[src/rtl/lbb_pkg.sv]
// lbb_pkg: shared types, field widths, codes and reset values for the
// length bucket batcher. No dependencies; used by every rtl/lbb_* module but lbb_ram.
package lbb_pkg;

  // default sizing, taken as the defaults of the top level parameters
  localparam int DEF_NUM_BUCKETS = 4;
  localparam int DEF_MAX_BATCH   = 16;
  localparam int DEF_TAG_BITS    = 32;
  localparam int DEF_LEN_BITS    = 16;

  // fixed field widths of the channels
  localparam int FUNC_W     = 2;
  localparam int TAG_W      = 32;
  localparam int LEN_W      = 16;
  localparam int BKT_W      = 2;
  localparam int USE_W      = 3;
  localparam int CFG_IDX_W  = 3;
  localparam int CFG_DATA_W = 64;
  localparam int FLD_W      = 16;  // one bound or batch size inside a packed register

  // input function codes
  localparam logic [FUNC_W-1:0] FUNC_ITEM  = 2'd0;
  localparam logic [FUNC_W-1:0] FUNC_EOS   = 2'd1;
  localparam logic [FUNC_W-1:0] FUNC_CLEAR = 2'd2;

  // configuration register indexes
  localparam logic [CFG_IDX_W-1:0] REG_LEN_BOUNDS    = 3'd0;
  localparam logic [CFG_IDX_W-1:0] REG_BATCH_SIZES   = 3'd1;
  localparam logic [CFG_IDX_W-1:0] REG_BUCKETS_USED  = 3'd2;
  localparam logic [CFG_IDX_W-1:0] REG_MAX_LENGTH    = 3'd3;
  localparam logic [CFG_IDX_W-1:0] REG_DROP_LEFTOVER = 3'd4;
  localparam logic [CFG_IDX_W-1:0] REG_DROP_TOO_LONG = 3'd5;

  // configuration reset values
  localparam logic [CFG_DATA_W-1:0] RST_LEN_BOUNDS  = 64'hFFFF_FFFF_FFFF_FFFF;
  localparam logic [CFG_DATA_W-1:0] RST_BATCH_SIZES = 64'h0010_0010_0010_0010;
  localparam logic [USE_W-1:0]      RST_BUCKETS_USED = 3'd4;
  localparam logic [LEN_W-1:0]      RST_MAX_LENGTH  = 16'hFFFF;

  // result status codes
  localparam logic STATUS_MEMBER  = 1'b0;
  localparam logic STATUS_TOO_LONG = 1'b1;

  typedef struct packed {
    logic [CFG_DATA_W-1:0] len_bounds;
    logic [CFG_DATA_W-1:0] batch_sizes;
    logic [USE_W-1:0]      buckets_in_use;
    logic [LEN_W-1:0]      max_length;
    logic                  drop_leftovers;
    logic                  drop_too_long;
  } cfg_t;

  // what the sequencer does with one accepted item
  typedef enum logic [2:0] {
    K_NOP,
    K_ADD,
    K_ERR,
    K_EOS,
    K_CLR
  } kind_t;

  typedef struct packed {
    kind_t            kind;
    logic [BKT_W-1:0] bucket;
  } cmd_t;

endpackage

[src/rtl/length_bucket_batcher.sv]
// length_bucket_batcher: top level. Configuration registers, item classifier
// and bucket sequencer. Uses lbb_pkg, lbb_classify, lbb_seq (and lbb_ram).
//
// Groups sequence tags into batches by length. Each accepted item is
// classified on acceptance and executed in the execute state, from which
// an add that does not complete a batch, a clear, a dropped item or a
// too-long error goes back to idle; an error waits there while the result
// register is full. Each batch member read out of the bucket store takes a
// store read and a load into the result register, paced by the single read
// port of the store and the result register, for a completed batch and for
// an end-of-stream flush alike. The result register lets a finished result
// wait for result_ready while the block goes back to idle and takes the
// next item. Configuration writes are always ready and should be made only
// while the block is idle. The store needs no clearing after reset.
module length_bucket_batcher #(
  parameter int NUM_BUCKETS = lbb_pkg::DEF_NUM_BUCKETS,
  parameter int MAX_BATCH   = lbb_pkg::DEF_MAX_BATCH,
  parameter int TAG_BITS    = lbb_pkg::DEF_TAG_BITS,
  parameter int LEN_BITS    = lbb_pkg::DEF_LEN_BITS
) (
  input  logic                            clk,
  input  logic                            rst,
  input  logic                            cfg_valid,
  output logic                            cfg_ready,
  input  logic [lbb_pkg::CFG_IDX_W-1:0]   cfg_index,
  input  logic [lbb_pkg::CFG_DATA_W-1:0]  cfg_data,
  input  logic                            item_valid,
  output logic                            item_ready,
  input  logic [lbb_pkg::FUNC_W-1:0]      func,
  input  logic [lbb_pkg::TAG_W-1:0]       item_tag,
  input  logic [lbb_pkg::LEN_W-1:0]       seq_len,
  output logic                            result_valid,
  input  logic                            result_ready,
  output logic                            status,
  output logic [lbb_pkg::BKT_W-1:0]       bucket_index,
  output logic [lbb_pkg::TAG_W-1:0]       out_tag,
  output logic                            batch_end,
  output logic                            last
);

  import lbb_pkg::*;

  cfg_t cfg;
  cmd_t cmd;

  assign cfg_ready = 1'b1;

  always_ff @(posedge clk) begin
    if (rst) begin
      cfg.len_bounds     <= RST_LEN_BOUNDS;
      cfg.batch_sizes    <= RST_BATCH_SIZES;
      cfg.buckets_in_use <= RST_BUCKETS_USED;
      cfg.max_length     <= RST_MAX_LENGTH;
      cfg.drop_leftovers <= 1'b0;
      cfg.drop_too_long  <= 1'b0;
    end else if (cfg_valid && cfg_ready) begin
      case (cfg_index)
        REG_LEN_BOUNDS:    cfg.len_bounds     <= cfg_data;
        REG_BATCH_SIZES:   cfg.batch_sizes    <= cfg_data;
        REG_BUCKETS_USED:  cfg.buckets_in_use <= cfg_data[USE_W-1:0];
        REG_MAX_LENGTH:    cfg.max_length     <= cfg_data[LEN_W-1:0];
        REG_DROP_LEFTOVER: cfg.drop_leftovers <= cfg_data[0];
        REG_DROP_TOO_LONG: cfg.drop_too_long  <= cfg_data[0];
        default: ;
      endcase
    end
  end

  lbb_classify #(
    .NUM_BUCKETS (NUM_BUCKETS),
    .LEN_BITS    (LEN_BITS)
  ) u_classify (
    .cfg     (cfg),
    .func    (func),
    .seq_len (seq_len),
    .cmd     (cmd)
  );

  lbb_seq #(
    .NUM_BUCKETS (NUM_BUCKETS),
    .MAX_BATCH   (MAX_BATCH),
    .TAG_BITS    (TAG_BITS)
  ) u_seq (
    .clk          (clk),
    .rst          (rst),
    .cfg          (cfg),
    .item_valid   (item_valid),
    .item_ready   (item_ready),
    .cmd_in       (cmd),
    .tag_in       (item_tag),
    .result_valid (result_valid),
    .result_ready (result_ready),
    .status       (status),
    .bucket_index (bucket_index),
    .out_tag      (out_tag),
    .batch_end    (batch_end),
    .last         (last)
  );

endmodule

[src/rtl/lbb_ram.sv]
// lbb_ram: generic single-clock RAM, one write port, one read port with
// registered read data. No dependencies.
module lbb_ram #(
  parameter int WIDTH = 32,
  parameter int DEPTH = 64,
  parameter int AW    = (DEPTH > 1) ? $clog2(DEPTH) : 1
) (
  input  logic             clk,
  input  logic             wr_en,
  input  logic [AW-1:0]    wr_addr,
  input  logic [WIDTH-1:0] wr_data,
  input  logic             rd_en,
  input  logic [AW-1:0]    rd_addr,
  output logic [WIDTH-1:0] rd_data
);

  logic [WIDTH-1:0] mem [DEPTH];

  always_ff @(posedge clk) begin
    if (wr_en) begin
      mem[wr_addr] <= wr_data;
    end
    if (rd_en) begin
      rd_data <= mem[rd_addr];
    end
  end

endmodule

[src/rtl/lbb_classify.sv]
// lbb_classify: decodes an incoming item into a sequencer command: length
// check, first covering enabled bucket, function decode. Uses lbb_pkg.
module lbb_classify #(
  parameter int NUM_BUCKETS = lbb_pkg::DEF_NUM_BUCKETS,
  parameter int LEN_BITS    = lbb_pkg::DEF_LEN_BITS
) (
  input  lbb_pkg::cfg_t                    cfg,
  input  logic [lbb_pkg::FUNC_W-1:0]       func,
  input  logic [lbb_pkg::LEN_W-1:0]        seq_len,
  output lbb_pkg::cmd_t                    cmd
);

  import lbb_pkg::*;

  localparam logic [LEN_W-1:0] LEN_MASK = LEN_W'((32'd1 << LEN_BITS) - 32'd1);

  logic [LEN_W-1:0] len;
  logic [USE_W-1:0] used;
  logic             hit;
  logic [BKT_W-1:0] sel;

  assign len  = seq_len & LEN_MASK;
  assign used = (cfg.buckets_in_use > USE_W'(NUM_BUCKETS)) ? USE_W'(NUM_BUCKETS)
                                                          : cfg.buckets_in_use;

  // walk downward so the lowest covering bucket wins
  always_comb begin
    hit = 1'b0;
    sel = '0;
    for (int b = NUM_BUCKETS - 1; b >= 0; b--) begin
      if ((USE_W'(b) < used) && (len <= cfg.len_bounds[FLD_W*b +: FLD_W])) begin
        hit = 1'b1;
        sel = BKT_W'(b);
      end
    end
  end

  always_comb begin
    cmd.bucket = sel;
    case (func)
      FUNC_ITEM: begin
        if (len > cfg.max_length) begin
          cmd.kind = cfg.drop_too_long ? K_NOP : K_ERR;
        end else begin
          cmd.kind = hit ? K_ADD : K_NOP;
        end
      end
      FUNC_EOS:   cmd.kind = K_EOS;
      FUNC_CLEAR: cmd.kind = K_CLR;
      default:    cmd.kind = K_NOP;
    endcase
  end

endmodule

[src/rtl/lbb_seq.sv]
// lbb_seq: bucket sequencer. Holds fill counts, writes tags into the bucket
// store RAM, drains full or flushed buckets into the result register.
// Uses lbb_pkg and lbb_ram.
module lbb_seq #(
  parameter int NUM_BUCKETS = lbb_pkg::DEF_NUM_BUCKETS,
  parameter int MAX_BATCH   = lbb_pkg::DEF_MAX_BATCH,
  parameter int TAG_BITS    = lbb_pkg::DEF_TAG_BITS
) (
  input  logic                       clk,
  input  logic                       rst,
  input  lbb_pkg::cfg_t              cfg,
  input  logic                       item_valid,
  output logic                       item_ready,
  input  lbb_pkg::cmd_t              cmd_in,
  input  logic [lbb_pkg::TAG_W-1:0]  tag_in,
  output logic                       result_valid,
  input  logic                       result_ready,
  output logic                       status,
  output logic [lbb_pkg::BKT_W-1:0]  bucket_index,
  output logic [lbb_pkg::TAG_W-1:0]  out_tag,
  output logic                       batch_end,
  output logic                       last
);

  import lbb_pkg::*;

  localparam int STORE_W = (TAG_BITS < TAG_W) ? TAG_BITS : TAG_W;
  localparam int DEPTH   = NUM_BUCKETS * MAX_BATCH;
  localparam int ADDR_W  = (DEPTH > 1) ? $clog2(DEPTH) : 1;
  localparam int IDX_W   = (MAX_BATCH > 1) ? $clog2(MAX_BATCH) : 1;
  localparam int FILL_W  = $clog2(MAX_BATCH + 1);
  localparam int BSEL_W  = (NUM_BUCKETS > 1) ? $clog2(NUM_BUCKETS) : 1;

  typedef enum logic [1:0] {
    S_IDLE,
    S_EXEC,
    S_READ,
    S_LOAD
  } state_t;

  state_t               state;
  cmd_t                 cmd;
  logic [STORE_W-1:0]   tag;
  logic [FILL_W-1:0]    fill [NUM_BUCKETS];
  logic [BSEL_W-1:0]    dbkt;
  logic [IDX_W-1:0]     idx;
  logic [FILL_W-1:0]    dcnt;
  logic [NUM_BUCKETS-1:0] pending;

  logic [BSEL_W-1:0]    cb;
  logic [FILL_W-1:0]    cur_fill;
  logic [FLD_W-1:0]     bs_raw;
  logic [FILL_W-1:0]    bsize;
  logic                 room;
  logic [FILL_W-1:0]    new_fill;
  logic [NUM_BUCKETS-1:0] nonempty;
  logic [BSEL_W-1:0]    eos_first;
  logic [BSEL_W-1:0]    next_bkt;
  logic                 out_free;
  logic                 at_end;
  logic                 res_load;

  logic                 we;
  logic [ADDR_W-1:0]    waddr;
  logic                 re;
  logic [ADDR_W-1:0]    raddr;
  logic [STORE_W-1:0]   rdata;

  function automatic logic [BSEL_W-1:0] lowest(input logic [NUM_BUCKETS-1:0] m);
    logic [BSEL_W-1:0] r;
    r = '0;
    for (int i = NUM_BUCKETS - 1; i >= 0; i--) begin
      if (m[i]) begin
        r = BSEL_W'(i);
      end
    end
    return r;
  endfunction

  assign cb       = cmd.bucket[BSEL_W-1:0];
  assign cur_fill = fill[cb];
  assign bs_raw   = cfg.batch_sizes[FLD_W*cb +: FLD_W];
  // size 0 acts as 1, sizes past MAX_BATCH (one bucket's store depth) saturate
  assign bsize    = (bs_raw == '0) ? FILL_W'(1) :
                    (bs_raw > FLD_W'(MAX_BATCH)) ? FILL_W'(MAX_BATCH) : bs_raw[FILL_W-1:0];
  assign room     = cur_fill < FILL_W'(MAX_BATCH);
  assign new_fill = room ? cur_fill + FILL_W'(1) : cur_fill;

  always_comb begin
    for (int b = 0; b < NUM_BUCKETS; b++) begin
      nonempty[b] = fill[b] != '0;
    end
  end

  assign eos_first = lowest(nonempty);
  assign next_bkt  = lowest(pending);
  assign out_free  = !result_valid || result_ready;
  assign at_end    = (FILL_W'(idx) + FILL_W'(1)) == dcnt;

  // result register takes a new result on an error or a member load
  assign res_load  = ((state == S_EXEC) && (cmd.kind == K_ERR) && out_free) ||
                     (state == S_LOAD);

  assign item_ready = state == S_IDLE;

  assign we    = (state == S_EXEC) && (cmd.kind == K_ADD) && room;
  assign waddr = ADDR_W'(cb) * ADDR_W'(MAX_BATCH) + ADDR_W'(cur_fill[IDX_W-1:0]);
  assign re    = (state == S_READ) && out_free;
  assign raddr = ADDR_W'(dbkt) * ADDR_W'(MAX_BATCH) + ADDR_W'(idx);

  lbb_ram #(
    .WIDTH (STORE_W),
    .DEPTH (DEPTH),
    .AW    (ADDR_W)
  ) u_store (
    .clk     (clk),
    .wr_en   (we),
    .wr_addr (waddr),
    .wr_data (tag),
    .rd_en   (re),
    .rd_addr (raddr),
    .rd_data (rdata)
  );

  always_ff @(posedge clk) begin
    if (rst) begin
      state        <= S_IDLE;
      result_valid <= 1'b0;
      pending      <= '0;
      for (int b = 0; b < NUM_BUCKETS; b++) begin
        fill[b] <= '0;
      end
    end else begin
      if (res_load) begin
        result_valid <= 1'b1;
      end else if (result_ready) begin
        result_valid <= 1'b0;
      end
      case (state)
        S_IDLE: begin
          if (item_valid) begin
            cmd   <= cmd_in;
            tag   <= tag_in[STORE_W-1:0];
            state <= S_EXEC;
          end
        end
        S_EXEC: begin
          case (cmd.kind)
            K_ADD: begin
              if (new_fill >= bsize) begin
                // fill is cleared once the batch has drained
                dbkt    <= cb;
                dcnt    <= new_fill;
                idx     <= '0;
                pending <= '0;
                state   <= S_READ;
              end else begin
                fill[cb] <= new_fill;
                state    <= S_IDLE;
              end
            end
            K_ERR: begin
              if (out_free) begin
                status       <= STATUS_TOO_LONG;
                bucket_index <= '0;
                out_tag      <= TAG_W'(tag);
                batch_end    <= 1'b1;
                last         <= 1'b1;
                state        <= S_IDLE;
              end
            end
            K_EOS: begin
              if (cfg.drop_leftovers || (nonempty == '0)) begin
                for (int b = 0; b < NUM_BUCKETS; b++) begin
                  fill[b] <= '0;
                end
                state <= S_IDLE;
              end else begin
                dbkt    <= eos_first;
                dcnt    <= fill[eos_first];
                idx     <= '0;
                pending <= nonempty & ~(NUM_BUCKETS'(1) << eos_first);
                state   <= S_READ;
              end
            end
            K_CLR: begin
              for (int b = 0; b < NUM_BUCKETS; b++) begin
                fill[b] <= '0;
              end
              state <= S_IDLE;
            end
            default: state <= S_IDLE;
          endcase
        end
        S_READ: begin
          // the read is issued only while the result register is free, so the load can take it
          if (out_free) begin
            state <= S_LOAD;
          end
        end
        S_LOAD: begin
          status       <= STATUS_MEMBER;
          bucket_index <= BKT_W'(dbkt);
          out_tag      <= TAG_W'(rdata);
          batch_end    <= at_end;
          last         <= at_end && (pending == '0);
          if (at_end) begin
            fill[dbkt] <= '0;
            if (pending != '0) begin
              dbkt    <= next_bkt;
              dcnt    <= fill[next_bkt];
              idx     <= '0;
              pending <= pending & ~(NUM_BUCKETS'(1) << next_bkt);
              state   <= S_READ;
            end else begin
              state <= S_IDLE;
            end
          end else begin
            idx   <= idx + IDX_W'(1);
            state <= S_READ;
          end
        end
        default: state <= S_IDLE;
      endcase
    end
  end

endmodule
[config.mk]
export PLATFORM = sky130hd
export DESIGN_NAME = length_bucket_batcher
export DESIGN_NICKNAME = d
export VERILOG_FILES = /design/src/rtl/lbb_pkg.sv /design/src/rtl/length_bucket_batcher.sv /design/src/rtl/lbb_ram.sv /design/src/rtl/lbb_classify.sv /design/src/rtl/lbb_seq.sv
export SDC_FILE = /design/constraint.sdc
export NUM_CORES = 2
export LEC_CHECK = 0
export BUFFER_PORTS_ARGS = -buffer_cell sky130_fd_sc_hd__buf_2
export CAP_MARGIN = 20
export CELL_PAD_IN_SITES_DETAIL_PLACEMENT = 1
export CELL_PAD_IN_SITES_GLOBAL_PLACEMENT = 1
export CORE_UTILIZATION = 35
export CTS_CLUSTER_SIZE = 28
export DETAILED_ROUTE_END_ITERATION = 10
export PLACE_DENSITY = 0.58
export SLEW_MARGIN = 20
export SYNTH_ARGS = -nofsm -noshare
export SYNTH_HDL_FRONTEND = slang
export SYNTH_SLANG_ARGS = --single-unit
export TNS_END_PERCENT = 10
[constraint.sdc]
create_clock -name clk -period 3.64 [get_ports clk]
set_input_delay 0.182 -clock clk [delete_from_list [all_inputs] [get_ports clk]]
set_output_delay 0.182 -clock clk [all_outputs]
set_load 0.05 [all_outputs]
==> qor.txt <==
Outcome: completed
GR Layer Usage met2: 31.78%
Area growth syn-to-layout: 20.22%
Worst EP arrival: 4360 ps
Number of setup violations in the final report: 0
RePlAce Congestion: 0.8245
Met1 Use GR: 27.03%
Core Util, Final: 42.35%
Remaining DRCs: 0
Worst setup EP type: register
DP HPWL: 156,300 um
Synth warn: 0
Top cells by area, synth: edfxtp_1 (72%), mux4_2 (16%), dfxtp_1 (3.4%), nand2_1 (1.6%), ha_1 (1.2%)
Total track usage: 19.63%
Root buffer cell: clkbuf_16
Core area: 259,700 sq um
Clk pin slew, worst setup/hold paths: 60 ps
Inserted Clock Buffers: 240
VDD IR max: 0.4393 mV
Yosys cell types: 71
Number of antenna violations at the first check in global routing: 6
GRT met3 Usage: 2.854%
Gate power share: 2.6%
Post-Syn Area per Cell: 20.50 sq um
DP Worst Slack: -324.3 ps
Drt wl/cell: 29.63 um
CP Max Fanout: 5
Number of synthesized flops with an enable pin: 2,185
Cell Area, Synth: 91,490 sq um
Synthesis-stage register bit count: 2,341
Layout Nets: 5,329
Hold slack final: 101.8 ps
Cell area power density: 510.8 nW/um^2
Clock sinks: 2,341
Lkg Pwr: 35.49 nW
Switching Fraction: 20.97%
Worst skew pair latency: 910 ps
Die span in y: 513.3 um
Reg-to-reg endpoint: u_seq.fill[1][0]
Max Clock Skew: 91.77 ps
Synth Instances: 4,464
Chip Width: 513.3 um
Cell Int Power: 0.04440 W
Fmax: 276.1 MHz
Minimum clock period: 3623 ps
Grt peak-use layer: met2
Cells on Worst Hold Path: 2
Most common cell in the netlist: edfxtp_1
Final WL: 259,000 um
Initial Util: 35.23%
TritonCTS clock tree: done
Setup TNS: 0 ps
NetSw: 0.01178 W
Global-route wire length before repair: 368,300 um
Synth area leader: edfxtp_1
Most frequent cells after synthesis: edfxtp_1 (2,185), mux4_2 (651), nand2_1 (383), dfxtp_1 (156), clkbuf_1 (140)
RSZ-0062 raised after global routing: yes
HP Class: primary input to register
Grt ovf: 0
Minimum setup slack among reg-to-reg paths: 20 ps
I/O Buffers: 160
Ys async rst share: 0%
Vias after detailed routing: 46,996
Core Rows: 187
Seq pwr share: 52.5%
Final Cycle Share: 99.52%
DR iter-0 viols: 4,358
Worst reg2reg path depth: 17
Pre-Repair DR Iteration Count: 5
Htree depth: 4
Die area: 263,500 sq um
Hold Path End: u_seq.tag[16]
Slew Limit Fails: 0
Pin count of the biggest net entering global routing: 101
Slew of the pin with the lowest slew margin: 1157 ps
Routed Antenna Nets: 0
Filler Cell Count: 24,457
Max capacitance violation total: 0
Worst hold start: item_tag[16]
CP required: 4380 ps
CTS Buffer Depth: 3
Post-Syn Nets: 4,673
Startpoint Class: register
Share of cells above drive strength 1: 30.76%
Vias per inst: 5.378
CP Class: register to register
Primary FF master, synth: edfxtp_1
Final setup margin: 17.48 ps
Slew headroom: 22.88%
Worst R2R Start: u_seq.cb[0]
Register area share after synthesis: 75.13%
Boundary pin count: 162
Clk pwr share: 44.9%
Yosys top cell area share: 71.71%
Design Power: 0.05618 W
Final hold violation count: 0
Vias in the first global route: 49,683
[cell families after synthesis]
kind of cell | after synthesis | share of synthesized area (%)
buf+inv | 329 | 1.493
compound gates | 345 | 2.477
xor+xnor | 8 | 0.09163
other cells | 1 | 0.004099
simple gates | 669 | 3.217
mux | 684 | 16.40
flops | 2341 | 75.13
fa+ha+maj | 87 | 1.190
[timing repair]
action	4_1_cts	5_1_grt
hold buffers	148	0
gates resized for setup	11	29
endpoints found under the hold margin	222	0
setup endpoints to repair	46	56
pin swaps	3	10
buffers inserted	3	0
[worst max-delay path, cell delays in order, from the launching register on]
cell	delay [ps]
edfxtp_1	390
buf_6	130
mux4_2	540
nor4_4	290
buf_4	150
nand4_1	70
o21bai_1	210
buf_4	160
nand2_2	70
ha_4	160
a211oi_2	250
o21ai_2	110
a21oi_2	210
buf_4	160
nand2_2	50
o32a_1	210
buf_4	180
nor3_2	140
[power by group through the flow]
| stage | combinational [W] | sequential, W | clock (W) |
|---|---|---|---|
| global placement | 0.00129 | 0.0301 | 0 |
| detailed placement | 0.00133 | 0.0301 | 0 |
| CTS | 0.00147 | 0.0295 | 0.0258 |
| global route | 0.00159 | 0.0295 | 0.0267 |
| finish | 0.00147 | 0.0295 | 0.0252 |
| floorplan | 0.000530 | 0.0302 | 0 |
[placed cells by master (no fill, tap or decap), types with 23 or more instances in the layout]
cell type      netlist  routed
buf_12               0     126
mux2i_1             23      23
a21oi_1            114     112
dlygate4sd3_1        0     148
nor2_4               0      66
clkinv_1             0      49
nand3_1             35      35
ha_1                87      84
buf_4                4     214
clkinv_2             0      49
mux4_2             651     651
a22oi_1             44      44
nand2_1            383     377
bufinv_16            0      29
nor2_1             121      50
clkbuf_1           140      46
edfxtp_1          2185    2185
dfxtp_1            156     156
clkbuf_16            0     244
inv_1               90      88
buf_2               63     160
o211ai_1            83      83
[stage by stage]
| step | instances | instance area, sq um |
|---|---|---|
| final | 8739 | 110000 |
| after global routing | 8735 | 110000 |
| after CTS | 8734 | 109800 |
| after detailed placement | 8129 | 100200 |
| after global placement | 8128 | 100200 |
| after floorplan | 4464 | 91500 |
[worst max-delay path by stage]
stage                          start                        to  slack, ps
floorplan           u_seq.fill[0][4]  u_seq.u_store.mem[16][0]        -70
global placement         u_seq.cb[0]             u_seq.dcnt[0]       -300
detailed placement       u_seq.cb[0]             u_seq.dcnt[3]       -320
CTS                      u_seq.cb[0]          u_seq.fill[1][0]        -30
global route             u_seq.cb[0]          u_seq.fill[1][0]       -160
finish                   u_seq.cb[0]          u_seq.fill[1][0]         20
[layer usage]
metal | up-vias | share of wire (%) | wire length (um)
li1 | 19753 | - | -
met1 | 25492 | 43 | 112100
met2 | 1391 | 48 | 124600
met3 | 354 | 5.2 | 13460
met4 | 6 | 3.4 | 8748
met5 | - | 0.011 | 29
[layout make-up]
class,count,area (sq um),area share (%)
flip-flops and latches,2341,68740,62.49
multi-input cells,1794,22080,20.07
repair buffers,652,6464,5.877
clock buffers,294,6334,5.758
well taps,3402,4257,3.870
clock inverters,160,1762,1.602
inverters,91,349.1,0.3174
diodes,5,12.51,0.01138
[sequential cells by signal, indices dropped and copies added, names as in the netlist, 3 cells and up]
name                   count
u_seq.pending              4
u_seq.cmd                  3
cfg                      149
u_seq.idx                  4
u_seq.dcnt                 5
u_seq.u_store.rd_data     32
u_seq.u_store.mem       2048
u_seq.fill                20
u_seq.tag                 32
u_seq.out_tag             32
No activity file was read; power rests on OpenSTA's default activity.
